### config.mk
export PLATFORM = sky130hd
export DESIGN_NAME = primality_test_trial_miller_rabin_core
export DESIGN_NICKNAME = d
export VERILOG_FILES = /design/src/rtl/ptmr_pkg.sv /design/src/rtl/ptmr_modmul.sv /design/src/rtl/ptmr_ctrl.sv /design/src/rtl/primality_test_trial_miller_rabin_core.sv
export SDC_FILE = /design/constraint.sdc
export NUM_CORES = 1
export LEC_CHECK = 0
export BUFFER_PORTS_ARGS = -buffer_cell sky130_fd_sc_hd__buf_2
export CORE_MARGIN = 2
export CORE_UTILIZATION = 55
export DETAILED_ROUTE_END_ITERATION = 10
export GPL_TIMING_DRIVEN = 0
export PLACE_DENSITY = 0.79
export SLEW_MARGIN = 20
export SYNTH_ARGS = -nofsm -noshare
export SYNTH_HDL_FRONTEND = slang
export SYNTH_SLANG_ARGS = --single-unit
### constraint.sdc
create_clock -name clk_i -period 9 [get_ports clk_i]
set_clock_uncertainty 0.2 [all_clocks]
set_input_delay 0 -clock clk_i [delete_from_list [all_inputs] [get_ports clk_i]]
set_output_delay 0 -clock clk_i [all_outputs]
set_load 0.01 [all_outputs]
### src/rtl/ptmr_pkg.sv
package ptmr_pkg;

  typedef enum logic [1:0] {
    DEC_TRIVIAL = 2'd0,
    DEC_TRIAL   = 2'd1,
    DEC_MR      = 2'd2
  } decided_e;

  typedef struct packed {
    logic busy;
    logic done;
  } mm_stat_t;

  localparam int unsigned OddPrimeTotal = 167;

  localparam logic [9:0] ODD_PRIMES [0:166] = '{
    10'd3, 10'd5, 10'd7, 10'd11, 10'd13, 10'd17, 10'd19, 10'd23, 10'd29, 10'd31,
    10'd37, 10'd41, 10'd43, 10'd47, 10'd53, 10'd59, 10'd61, 10'd67, 10'd71, 10'd73,
    10'd79, 10'd83, 10'd89, 10'd97, 10'd101, 10'd103, 10'd107, 10'd109, 10'd113,
    10'd127, 10'd131, 10'd137, 10'd139, 10'd149, 10'd151, 10'd157, 10'd163, 10'd167,
    10'd173, 10'd179, 10'd181, 10'd191, 10'd193, 10'd197, 10'd199, 10'd211, 10'd223,
    10'd227, 10'd229, 10'd233, 10'd239, 10'd241, 10'd251, 10'd257, 10'd263, 10'd269,
    10'd271, 10'd277, 10'd281, 10'd283, 10'd293, 10'd307, 10'd311, 10'd313, 10'd317,
    10'd331, 10'd337, 10'd347, 10'd349, 10'd353, 10'd359, 10'd367, 10'd373, 10'd379,
    10'd383, 10'd389, 10'd397, 10'd401, 10'd409, 10'd419, 10'd421, 10'd431, 10'd433,
    10'd439, 10'd443, 10'd449, 10'd457, 10'd461, 10'd463, 10'd467, 10'd479, 10'd487,
    10'd491, 10'd499, 10'd503, 10'd509, 10'd521, 10'd523, 10'd541, 10'd547, 10'd557,
    10'd563, 10'd569, 10'd571, 10'd577, 10'd587, 10'd593, 10'd599, 10'd601, 10'd607,
    10'd613, 10'd617, 10'd619, 10'd631, 10'd641, 10'd643, 10'd647, 10'd653, 10'd659,
    10'd661, 10'd673, 10'd677, 10'd683, 10'd691, 10'd701, 10'd709, 10'd719, 10'd727,
    10'd733, 10'd739, 10'd743, 10'd751, 10'd757, 10'd761, 10'd769, 10'd773, 10'd787,
    10'd797, 10'd809, 10'd811, 10'd821, 10'd823, 10'd827, 10'd829, 10'd839, 10'd853,
    10'd857, 10'd859, 10'd863, 10'd877, 10'd881, 10'd883, 10'd887, 10'd907, 10'd911,
    10'd919, 10'd929, 10'd937, 10'd941, 10'd947, 10'd953, 10'd967, 10'd971, 10'd977,
    10'd983, 10'd991, 10'd997
  };

  localparam logic [4:0] MR_BASES [0:10] = '{
    5'd2, 5'd3, 5'd5, 5'd7, 5'd11, 5'd13, 5'd17, 5'd19, 5'd23, 5'd29, 5'd31
  };

  function automatic logic [9:0] odd_prime(logic [7:0] idx);
    logic [9:0] p;
    p = 10'd0;
    if (idx < 8'(OddPrimeTotal)) begin
      p = ODD_PRIMES[idx];
    end
    return p;
  endfunction

  function automatic logic [4:0] mr_base(logic [3:0] idx);
    logic [4:0] b;
    b = 5'd0;
    if (idx < 4'd11) begin
      b = MR_BASES[idx];
    end
    return b;
  endfunction

endpackage

### src/rtl/ptmr_modmul.sv
module ptmr_modmul #(
  parameter int unsigned W = 32
) (
  input  logic                clk_i,
  input  logic                rst_ni,
  input  logic                start_i,
  input  logic [W-1:0]        a_i,
  input  logic [W-1:0]        b_i,
  input  logic [W-1:0]        m_i,
  output ptmr_pkg::mm_stat_t  stat_o,
  output logic [W-1:0]        r_o
);

  localparam int unsigned CW = $clog2(W + 1);

  logic [W-1:0] a_q, b_q, m_q, acc_q;
  logic [CW-1:0] cnt_q;
  logic busy_q, done_q;
  logic [W:0] t, t2, u, u2, m_ext;

  always_comb begin
    m_ext = {1'b0, m_q};
    t = {acc_q, 1'b0};
    t2 = (t >= m_ext) ? (t - m_ext) : t;
    u = t2 + (a_q[W-1] ? {1'b0, b_q} : '0);
    u2 = (u >= m_ext) ? (u - m_ext) : u;
  end

  always_ff @(posedge clk_i or negedge rst_ni) begin
    if (!rst_ni) begin
      busy_q <= 1'b0;
      done_q <= 1'b0;
      cnt_q <= '0;
    end else begin
      done_q <= !start_i && busy_q && (cnt_q == CW'(1));
      if (start_i) begin
        busy_q <= 1'b1;
        cnt_q <= CW'(W);
      end else if (busy_q) begin
        cnt_q <= cnt_q - CW'(1);
        if (cnt_q == CW'(1)) begin
          busy_q <= 1'b0;
        end
      end
    end
  end

  always_ff @(posedge clk_i) begin
    if (start_i) begin
      a_q <= a_i;
      b_q <= b_i;
      m_q <= m_i;
      acc_q <= '0;
    end else if (busy_q) begin
      a_q <= {a_q[W-2:0], 1'b0};
      acc_q <= u2[W-1:0];
    end
  end

  assign stat_o.busy = busy_q;
  assign stat_o.done = done_q;
  assign r_o = acc_q;

endmodule

### src/rtl/ptmr_ctrl.sv
module ptmr_ctrl #(
  parameter int unsigned W   = 32,
  parameter int unsigned SPC = 167,
  parameter int unsigned KW  = 4
) (
  input  logic                clk_i,
  input  logic                rst_ni,
  input  logic                in_valid_i,
  output logic                in_ready_o,
  input  logic [W-1:0]        n_i,
  input  logic [KW-1:0]       count_i,
  output logic                out_valid_o,
  input  logic                out_ready_i,
  output logic                is_prime_o,
  output ptmr_pkg::decided_e  decided_o,
  output logic                mm_start_o,
  output logic [W-1:0]        mm_a_o,
  output logic [W-1:0]        mm_b_o,
  output logic [W-1:0]        mm_m_o,
  input  ptmr_pkg::mm_stat_t  mm_stat_i,
  input  logic [W-1:0]        mm_r_i
);

  localparam int unsigned IW = $clog2(SPC + 1);
  localparam int unsigned SW = $clog2(W);

  typedef enum logic [3:0] {
    S_IDLE, S_TD, S_SHIFT, S_BASE, S_POW, S_SQ, S_CHECK, S_LOOP, S_WAIT, S_DONE
  } state_e;

  typedef enum logic [2:0] {
    OP_TD, OP_BMOD, OP_ACC, OP_SQ, OP_LOOP
  } op_e;

  state_e state_q;
  op_e op_q;
  logic [W-1:0] n_q, d_q, e_q, b_q, acc_q, x_q;
  logic [W-1:0] mm_a_q, mm_b_q, mm_m_q, nm1, p_ext;
  logic [SW-1:0] s_q, j_q;
  logic [IW-1:0] i_q;
  logic [KW-1:0] k_q, count_q;
  logic mm_start_q, out_valid_q, out_prime_q, fin_prime_q;
  ptmr_pkg::decided_e out_dec_q, fin_dec_q;

  assign nm1 = n_q - W'(1);
  assign p_ext = W'(ptmr_pkg::odd_prime(8'(i_q)));

  always_ff @(posedge clk_i or negedge rst_ni) begin
    if (!rst_ni) begin
      state_q <= S_IDLE;
      op_q <= OP_TD;
      mm_start_q <= 1'b0;
      out_valid_q <= 1'b0;
      out_prime_q <= 1'b0;
      out_dec_q <= ptmr_pkg::DEC_TRIVIAL;
      fin_prime_q <= 1'b0;
      fin_dec_q <= ptmr_pkg::DEC_TRIVIAL;
      n_q <= '0; d_q <= '0; e_q <= '0; b_q <= '0; acc_q <= '0; x_q <= '0;
      mm_a_q <= '0; mm_b_q <= '0; mm_m_q <= '0;
      s_q <= '0; j_q <= '0; i_q <= '0; k_q <= '0; count_q <= '0;
    end else begin
      if (out_valid_q && out_ready_i && state_q != S_DONE) begin
        out_valid_q <= 1'b0;
      end
      case (state_q)
        S_IDLE: begin
          if (in_valid_i) begin
            n_q <= n_i;
            count_q <= count_i;
            if (n_i < W'(3) || !n_i[0]) begin
              fin_prime_q <= 1'b0;
              fin_dec_q <= ptmr_pkg::DEC_TRIVIAL;
              state_q <= S_DONE;
            end else begin
              i_q <= '0;
              state_q <= S_TD;
            end
          end
        end
        S_TD: begin
          if (n_q == p_ext) begin
            fin_prime_q <= 1'b1;
            fin_dec_q <= ptmr_pkg::DEC_TRIAL;
            state_q <= S_DONE;
          end else begin
            mm_a_q <= n_q;
            mm_b_q <= W'(1);
            mm_m_q <= p_ext;
            mm_start_q <= 1'b1;
            op_q <= OP_TD;
            state_q <= S_WAIT;
          end
        end
        S_SHIFT: begin
          if (!d_q[0] && d_q != '0) begin
            d_q <= d_q >> 1;
            s_q <= s_q + SW'(1);
          end else begin
            k_q <= '0;
            state_q <= S_BASE;
          end
        end
        S_BASE: begin
          if (k_q == count_q) begin
            fin_prime_q <= 1'b1;
            fin_dec_q <= ptmr_pkg::DEC_MR;
            state_q <= S_DONE;
          end else begin
            mm_a_q <= W'(ptmr_pkg::mr_base(4'(k_q)));
            mm_b_q <= W'(1);
            mm_m_q <= n_q;
            mm_start_q <= 1'b1;
            op_q <= OP_BMOD;
            state_q <= S_WAIT;
          end
        end
        S_POW: begin
          if (e_q == '0) begin
            state_q <= S_CHECK;
          end else if (e_q[0]) begin
            mm_a_q <= acc_q;
            mm_b_q <= b_q;
            mm_m_q <= n_q;
            mm_start_q <= 1'b1;
            op_q <= OP_ACC;
            state_q <= S_WAIT;
          end else begin
            state_q <= S_SQ;
          end
        end
        S_SQ: begin
          mm_a_q <= b_q;
          mm_b_q <= b_q;
          mm_m_q <= n_q;
          mm_start_q <= 1'b1;
          op_q <= OP_SQ;
          state_q <= S_WAIT;
        end
        S_CHECK: begin
          x_q <= acc_q;
          if (acc_q == W'(1) || acc_q == nm1) begin
            k_q <= k_q + KW'(1);
            state_q <= S_BASE;
          end else begin
            j_q <= SW'(1);
            state_q <= S_LOOP;
          end
        end
        S_LOOP: begin
          if (j_q >= s_q) begin
            fin_prime_q <= 1'b0;
            fin_dec_q <= ptmr_pkg::DEC_MR;
            state_q <= S_DONE;
          end else begin
            mm_a_q <= x_q;
            mm_b_q <= x_q;
            mm_m_q <= n_q;
            mm_start_q <= 1'b1;
            op_q <= OP_LOOP;
            state_q <= S_WAIT;
          end
        end
        S_WAIT: begin
          mm_start_q <= 1'b0;
          if (mm_stat_i.done) begin
            case (op_q)
              OP_TD: begin
                if (mm_r_i == '0) begin
                  fin_prime_q <= 1'b0;
                  fin_dec_q <= ptmr_pkg::DEC_TRIAL;
                  state_q <= S_DONE;
                end else if (i_q == IW'(SPC - 1)) begin
                  d_q <= nm1;
                  s_q <= '0;
                  state_q <= S_SHIFT;
                end else begin
                  i_q <= i_q + IW'(1);
                  state_q <= S_TD;
                end
              end
              OP_BMOD: begin
                if (mm_r_i == '0) begin
                  k_q <= k_q + KW'(1);
                  state_q <= S_BASE;
                end else begin
                  b_q <= mm_r_i;
                  acc_q <= W'(1);
                  e_q <= d_q;
                  state_q <= S_POW;
                end
              end
              OP_ACC: begin
                acc_q <= mm_r_i;
                state_q <= S_SQ;
              end
              OP_SQ: begin
                b_q <= mm_r_i;
                e_q <= e_q >> 1;
                state_q <= S_POW;
              end
              OP_LOOP: begin
                x_q <= mm_r_i;
                if (mm_r_i == nm1) begin
                  k_q <= k_q + KW'(1);
                  state_q <= S_BASE;
                end else if (mm_r_i == W'(1)) begin
                  fin_prime_q <= 1'b0;
                  fin_dec_q <= ptmr_pkg::DEC_MR;
                  state_q <= S_DONE;
                end else begin
                  j_q <= j_q + SW'(1);
                  state_q <= S_LOOP;
                end
              end
              default: state_q <= S_IDLE;
            endcase
          end
        end
        S_DONE: begin
          if (!out_valid_q || out_ready_i) begin
            out_valid_q <= 1'b1;
            out_prime_q <= fin_prime_q;
            out_dec_q <= fin_dec_q;
            state_q <= S_IDLE;
          end
        end
        default: state_q <= S_IDLE;
      endcase
    end
  end

  assign in_ready_o = (state_q == S_IDLE);
  assign out_valid_o = out_valid_q;
  assign is_prime_o = out_prime_q;
  assign decided_o = out_dec_q;
  assign mm_start_o = mm_start_q;
  assign mm_a_o = mm_a_q;
  assign mm_b_o = mm_b_q;
  assign mm_m_o = mm_m_q;

endmodule

### src/rtl/primality_test_trial_miller_rabin_core.sv
// primality test core: trial division by the odd primes 3..997, then a
// deterministic miller-rabin test with the first 'rounds' primes as bases.
// input stream: s_axis carries one candidate per item in tdata[31:0].
// output stream: m_axis returns one item per candidate, tdata[0] is_prime,
// tdata[2:1] decided_by (0 below three or even, 1 trial division, 2 m-r).
// config: cfg_we_i writes cfg_data_i into the rounds register (reset 11);
// zero acts as one round, values above MAX_ROUNDS saturate.
// one item is worked on at a time; tready is high only while idle.
// candidates below three or even need no multiply; each modular multiply
// runs on the shared bit-serial unit. trial division costs one multiply
// per prime (up to SMALL_PRIME_COUNT); miller-rabin costs per base about
// 2 * NUMBER_BITS multiplies plus up to NUMBER_BITS - 1 squarings.
// the result sits in an output register; while the receiver stalls the
// next candidate is accepted and processed, finishing waits on the register.
// reset clears the controller and the output valid and sets rounds to 11.
module primality_test_trial_miller_rabin_core #(
  parameter int unsigned NUMBER_BITS       = 32,
  parameter int unsigned SMALL_PRIME_COUNT = 167,
  parameter int unsigned MAX_ROUNDS        = 11
) (
  input  logic        clk_i,
  input  logic        rst_ni,
  input  logic        s_axis_tvalid,
  output logic        s_axis_tready,
  input  logic [31:0] s_axis_tdata,   // candidate
  output logic        m_axis_tvalid,
  input  logic        m_axis_tready,
  output logic [7:0]  m_axis_tdata,   // is_prime, decided_by, zero pad
  input  logic        cfg_we_i,
  input  logic [3:0]  cfg_data_i
);

  localparam int unsigned W  = NUMBER_BITS;
  localparam int unsigned KW = $clog2(MAX_ROUNDS + 1);

  logic [3:0] rounds_q;
  logic [KW-1:0] count;
  logic mm_start, is_prime;
  logic [W-1:0] mm_a, mm_b, mm_m, mm_r;
  ptmr_pkg::mm_stat_t mm_stat;
  ptmr_pkg::decided_e decided;

  always_ff @(posedge clk_i or negedge rst_ni) begin
    if (!rst_ni) begin
      rounds_q <= 4'd11;
    end else if (cfg_we_i) begin
      rounds_q <= cfg_data_i;
    end
  end

  always_comb begin
    if (rounds_q == 4'd0) begin
      count = KW'(1);
    end else if (rounds_q > 4'(MAX_ROUNDS)) begin
      count = KW'(MAX_ROUNDS);
    end else begin
      count = KW'(rounds_q);
    end
  end

  ptmr_ctrl #(.W(W), .SPC(SMALL_PRIME_COUNT), .KW(KW)) u_ctrl (
    .clk_i       (clk_i),
    .rst_ni      (rst_ni),
    .in_valid_i  (s_axis_tvalid),
    .in_ready_o  (s_axis_tready),
    .n_i         (s_axis_tdata[W-1:0]),
    .count_i     (count),
    .out_valid_o (m_axis_tvalid),
    .out_ready_i (m_axis_tready),
    .is_prime_o  (is_prime),
    .decided_o   (decided),
    .mm_start_o  (mm_start),
    .mm_a_o      (mm_a),
    .mm_b_o      (mm_b),
    .mm_m_o      (mm_m),
    .mm_stat_i   (mm_stat),
    .mm_r_i      (mm_r)
  );

  ptmr_modmul #(.W(W)) u_modmul (
    .clk_i   (clk_i),
    .rst_ni  (rst_ni),
    .start_i (mm_start),
    .a_i     (mm_a),
    .b_i     (mm_b),
    .m_i     (mm_m),
    .stat_o  (mm_stat),
    .r_o     (mm_r)
  );

  assign m_axis_tdata = {5'd0, decided, is_prime};

endmodule

==> flow_metrics.py, run 1 <==
metrics = {
    "run_status": {
        "status": "completed",
    },
    "global_route": {
        "first_global_vias": 27200,
        "grt_antenna_before_repair": 1,
        "grt.overflow.total": 0,
        "grt_pass1_wl_mm": 160,
        "grt_usage": 0.365,
        "grt_max_degree": 97,
    },
    "yosys": {
        "synthCells": 3398,
        "async_reset_ff_frac": 0.727,
        "yosys_warnings": 0,
        "seq_area_frac_synth": 0.395,
        "synth-seq-cells": 469,
        "synth-edff-count": 96,
        "syn_area_per_cell_um2": 8.98,
        "netlist_area_um2": 30500,
        "yosysUniqueCellTypes": 101,
        "synth_flop_cell": "dfrtp_1",
    },
    "clock_network": {
        "cts_buffers": 49,
        "cts_root_buf": "clkbuf_16",
        "cts_tree": "yes",
        "cts_sinks": 469,
        "htree_levels": 2,
        "clock_latency_ns": 0.61,
        "clkSlewWorstSetupHoldPaths_ns": 0.06,
        "cts_max_path_buffers": 3,
    },
    "floorplanning": {
        "num_rows": 86,
        "core-area_um2": 55000,
        "die_x_um": 240,
        "die_area_um2": 57400,
        "ios": 51,
        "initial_core_util": 0.555,
        "die_h_um": 240,
    },
    "placement": {
        "gp_congestion": 1.04,
        "io_buffers": 45,
        "detailed_place_hpwl_mm": 77.8,
    },
    "critical_path": {
        "cp-end-kind": "flop",
        "cp_max_fo": 10,
        "cpLargestDelayFamily": "compound AO/OA/AOI/OAI gates",
        "critPathKind": "reg -> reg",
        "cpPeakStageDelay_ns": 0.44,
        "cpMaxStageDelayCell": "a311o_1",
        "cp.arrival_ns": 8.89,
        "crit_required_ns": 9.24,
        "start_kind": "flop",
        "critPathBufInv": 4,
    },
    "cells_and_area": {
        "fin_nets": 3745,
        "drive_gt1_frac": 0.103,
        "synthToLayoutAreaGrowth_pct": 12.1,
        "n_antenna_cell": 0,
    },
    "timing": {
        "hold_slack_ns": 0.0197,
        "drv_slew": 0,
        "setup_tns_ns": 0,
        "worstMarginPinSlew_ns": 1.04,
        "fin_crit_sh": 0.962,
        "fmax_mhz": 116,
        "min_period_ns": 8.66,
        "slew_headroom": 0.307,
        "report.final.hold_viol_count": 0,
        "setup_violations": 0,
    },
    "detailed_routing": {
        "dr.pass1.iters": 8,
        "vias_per_cell": 6.47,
        "drt-wirelength-per-cell_um": 24.1,
        "drt_iter0_markers": 3411,
        "ant_nets": 0,
        "drc": 0,
        "totalWireLength_mm": 105,
        "vias": 28200,
    },
    "flow_run": {
        "drv_cap": 0,
    },
    "worst_hold_path": {
        "hold_class": "in -> reg",
    },
}
## cell usage in the layout (no fill, tap or decap), types with 71 or more instances in the layout
cell | netlist | layout
nor2_1 | 371 | 371
dfrtp_1 | 338 | 337
nand2_1 | 298 | 297
a21oi_1 | 268 | 265
clkbuf_1 | 179 | 182
o21ai_0 | 147 | 146
inv_1 | 134 | 133
mux2_2 | 126 | 126
xnor2_1 | 125 | 125
ha_1 | 124 | 124
a31oi_1 | 108 | 108
mux2i_1 | 96 | 96
edfxtp_1 | 96 | 96
nand3_1 | 86 | 86
buf_2 | 30 | 75
dlygate4sd3_1 | 0 | 71
## through the flow
| step | setup WS [ns] | area (µm²) | util | std cells |
|---|---|---|---|---|
| 2_1_floorplan | 1.86 | 30500 | - | 3402 |
| 3_3_place_gp | -0.698 | 31700 | 0.576 | 4195 |
| 3_5_place_dp | -0.732 | 31800 | 0.579 | 4199 |
| 4_1_cts | 0.120 | 34200 | 0.621 | 4363 |
| 5_1_grt | -0.0237 | 34200 | 0.622 | 4363 |
| 6_report | 0.342 | 34200 | 0.622 | 4363 |
## metal layers
| metal | vias to the layer above | global-route usage | part of all wire |
|---|---|---|---|
| li1 | 12600 | - | - |
| met1 | 13600 | 0.484 | 0.40 |
| met2 | 1632 | 0.572 | 0.45 |
| met3 | 337 | 0.0742 | 0.097 |
| met4 | 0 | 0.180 | 0.055 |
| met5 | - | 0 | 0 |
## logic make-up (layout without fill, tap and decap cells)
| kind of cell | after synthesis | in the layout | synth area share |
|---|---|---|---|
| adders and majority gates | 128 | 128 | 0.0532 |
| AOI/OAI and AO/OA | 891 | 891 | 0.189 |
| muxes | 231 | 231 | 0.0843 |
| buffers and inverters | 382 | 595 | 0.0497 |
| xor gates and xnor gates | 181 | 181 | 0.0551 |
| DFF | 469 | 469 | 0.395 |
| other | 1 | 5 | 0.000123 |
| and+or+nand+nor | 1115 | 1115 | 0.173 |
## synthesized netlist by cell type, types with 86 or more instances
| master | number | area (µm²) |
|---|---|---|
| inv_1 | 134 | 503 |
| ha_1 | 124 | 1550 |
| xnor2_1 | 125 | 1090 |
| nor2_1 | 371 | 1390 |
| mux2i_1 | 96 | 961 |
| dfrtp_1 | 338 | 8460 |
| mux2_2 | 126 | 1420 |
| o21ai_0 | 147 | 736 |
| edfxtp_1 | 96 | 2880 |
| nand2_1 | 298 | 1120 |
| a31oi_1 | 108 | 676 |
| nand3_1 | 86 | 430 |
| clkbuf_1 | 179 | 672 |
| a21oi_1 | 268 | 1340 |
## area by class of cell
class	instances	area [µm²]
clock inverters	21	169
clock buffers	68	1410
repair buffers	124	1110
plain buffers	245	1010
multi-input cells	2551	17000
fillers	4469	20800
well taps	748	936
inverters	137	514
flip-flops and latches	469	12100
## path summary, 6_finish.rpt
| kind | from | endpoint | slack, ns | cells after the start |
|---|---|---|---|---|
| max | u_modmul.m_q[26] | u_modmul.r_o[27] | 0.34 | 33 |
| min | s_axis_tdata[10] | u_ctrl.n_q[10] | 0.02 | 3 |
| max reg2reg | u_modmul.m_q[26] | u_modmul.r_o[27] | 0.34 | 33 |
| min reg2reg | u_ctrl.mm_m_o[20] | u_modmul.m_q[20] | 0.25 | 0 |
| max in group asynchronous | rst_ni | u_modmul.done_q | 7.38 | 5 |
| min in group asynchronous | rst_ni | rounds_q[3] | 0.34 | 3 |
## timing repair
action,4_1_cts,5_1_grt
hold endpoints to repair,300,0
buffers inserted,3,0
resized for setup,5,22
hold buffers,72,0
endpoints found under the setup margin,32,32
## tightest hold or removal path, stage by stage
cell and delay, ns:
dlygate4sd3_1 0.52, buf_2 0.13, mux2_2 0.14
## sequential cells by signal, indices dropped and copies added (netlist names), 4 cells and up
name	flops
u_ctrl.acc_q	32
u_ctrl.b_q	32
u_ctrl.d_q	32
u_ctrl.e_q	32
u_ctrl.mm_a_o	32
u_ctrl.mm_b_o	32
u_ctrl.mm_m_o	32
u_ctrl.n_q	32
u_ctrl.x_q	32
u_modmul.a_q	32
u_modmul.b_q	32
u_modmul.m_q	32
u_modmul.r_o	32
u_ctrl.i_q	8
u_modmul.cnt_q	6
u_ctrl.j_q	5
u_ctrl.s_q	5
rounds_q	4
u_ctrl.count_q	4
u_ctrl.k_q	4
u_ctrl.state_q	4
Power of run 1 is left out: the tool's default activity adds up to more than one toggle a clock period on the data nets, which glitch-free logic cannot reach.
==> inputs of run 2 (changes only) <==
--- a/config.mk
+++ b/config.mk
@@ -5,7 +5,8 @@
 export SDC_FILE = /design/constraint.sdc
 export NUM_CORES = 1
 export LEC_CHECK = 0
-export BUFFER_PORTS_ARGS = -buffer_cell sky130_fd_sc_hd__buf_2
+export BUFFER_PORTS_ARGS = -buffer_cell sky130_fd_sc_hd__clkbuf_2
+export CORE_ASPECT_RATIO = 0.5
 export CORE_MARGIN = 2
 export CORE_UTILIZATION = 55
 export DETAILED_ROUTE_END_ITERATION = 10
==> flow_metrics.py, run 2 (synthesized netlist as in run 1, its figures left out) <==
metrics = {
    "run_status": {
        "status": "completed",
    },
    "timing": {
        "worstMarginPinSlew_ns": 1.16,
        "setup_tns_ns": 0,
        "fin_crit_sh": 0.968,
        "drv_slew": 0,
        "report.final.hold_viol_count": 0,
        "min_period_ns": 8.71,
        "slew_headroom": 0.223,
        "fmax_mhz": 115,
        "setup_violations": 0,
    },
    "floorplanning": {
        "core-area_um2": 54300,
        "ios": 51,
        "die_h_um": 171,
        "die_area_um2": 57500,
        "num_rows": 60,
        "die_x_um": 337,
        "initial_core_util": 0.562,
    },
    "clock_network": {
        "cts_max_path_buffers": 3,
        "cts_tree": "yes",
        "htree_levels": 2,
        "cts_sinks": 469,
        "cts_buffers": 43,
        "clkSlewWorstSetupHoldPaths_ns": 0.06,
        "clock_latency_ns": 0.62,
        "cts_root_buf": "clkbuf_16",
    },
    "global_route": {
        "grt.overflow.total": 0,
        "grt_usage": 0.379,
        "grt_antenna_before_repair": 6,
        "grt_pass1_wl_mm": 164,
        "first_global_vias": 27200,
        "grt_max_degree": 97,
    },
    "cells_and_area": {
        "fin_nets": 3726,
        "drive_gt1_frac": 0.0996,
        "multi_input_area_um2": 17000,
        "regArea_um2": 12100,
        "final_common_cell": "nor2_1",
        "final_cell_area_um2": 33900,
        "n_fill_cell": 4510,
        "final_cells": 4339,
        "synthToLayoutAreaGrowth_pct": 11.2,
        "layout_common_cells": "370 x nor2_1, 337 x dfrtp_1, 297 x nand2_1",
    },
    "detailed_routing": {
        "drt_iter0_markers": 3629,
        "vias_per_cell": 6.57,
        "drt-wirelength-per-cell_um": 25.4,
        "dr.pass1.iters": 8,
        "ant_nets": 0,
        "totalWireLength_mm": 110,
        "drc": 0,
        "vias": 28500,
    },
    "critical_path": {
        "start_kind": "flop",
        "cpMaxStageDelayCell": "o31ai_1",
        "cp_max_fo": 10,
        "critPathKind": "reg -> reg",
        "cpPeakStageDelay_ns": 0.43,
        "crit_required_ns": 9.23,
        "cp-end-kind": "flop",
        "cp.arrival_ns": 8.95,
    },
    "worst_hold_path": {
        "hold_class": "in -> reg",
    },
    "placement": {
        "detailed_place_hpwl_mm": 82.4,
        "io_buffers": 45,
        "post_dp_cell_area_um2": 31800,
        "gp_congestion": 0.984,
        "dp_cells": 4194,
    },
    "flow_run": {
        "drv_cap": 0,
    },
}
run 2: per-layer routing:
layer / track usage / vias up / part of all wire
li1: - / 12600 / -
met1: 0.518 / 13900 / 0.41
met2: 0.577 / 1706 / 0.43
met3: 0.102 / 329 / 0.12
met4: 0.146 / 2 / 0.042
met5: 0 / - / 0.00012
run 2: worst paths after layout:
path	startpoint	end	slack, ns	cells past startpoint
max	u_modmul.m_q[26]	u_modmul.r_o[27]	0.29	34
min reg2reg	u_ctrl.mm_m_o[22]	u_modmul.m_q[22]	0.25	0
max in group asynchronous	rst_ni	u_ctrl.mm_start_o	7.26	5
max reg2reg	u_modmul.m_q[26]	u_modmul.r_o[27]	0.29	34
min	s_axis_tdata[13]	u_ctrl.n_q[13]	0.02	3
min in group asynchronous	rst_ni	u_ctrl.k_q[1]	0.38	4
run 2: worst max-delay path: cells and delay by family (launching register included):
kind            cells  cell delay, ns
fa+ha+maj           3            0.99
flops               1            0.36
compound gates     14            3.35
buf+inv             4            0.84
simple gates       10            2.08
mux                 2            0.52
xor+xnor            1            0.23
run 2: final cells by class:
| type | instances | area share |
|---|---|---|
| Multi-Input combinational cell | 2551 | 0.501 |
| Sequential cell | 469 | 0.356 |
| Clock buffer | 60 | 0.0351 |
| Buffer | 245 | 0.0298 |
| Timing Repair Buffer | 111 | 0.0282 |
| Tap cell | 744 | 0.0274 |
| Inverter | 137 | 0.0152 |
| Clock inverter | 20 | 0.00767 |
| Antenna cell | 2 | 0.000148 |
run 2: timing repair:
| action | in CTS | in global routing |
|---|---|---|
| setup buffers | 3 | 0 |
| pin swaps | 0 | 1 |
| hold buffers | 60 | 0 |
| hold endpoints to repair | 285 | 0 |
| endpoints found under the setup margin | 32 | 32 |
| gates resized for setup | 6 | 21 |
run 2: per-stage QoR:
stage | utilization | hold slack (ns) | worst slack [ns]
final | 0.625 | 0.0162 | 0.285
after global routing | 0.625 | 0.0111 | -0.00329
after CTS | 0.624 | 0.00177 | 0.0601
after detailed placement | 0.585 | -0.135 | -0.786
after global placement | 0.584 | 0.0373 | -0.574
after floorplan | - | -0.496 | 1.86
Power of run 2 is left out for the same reason.
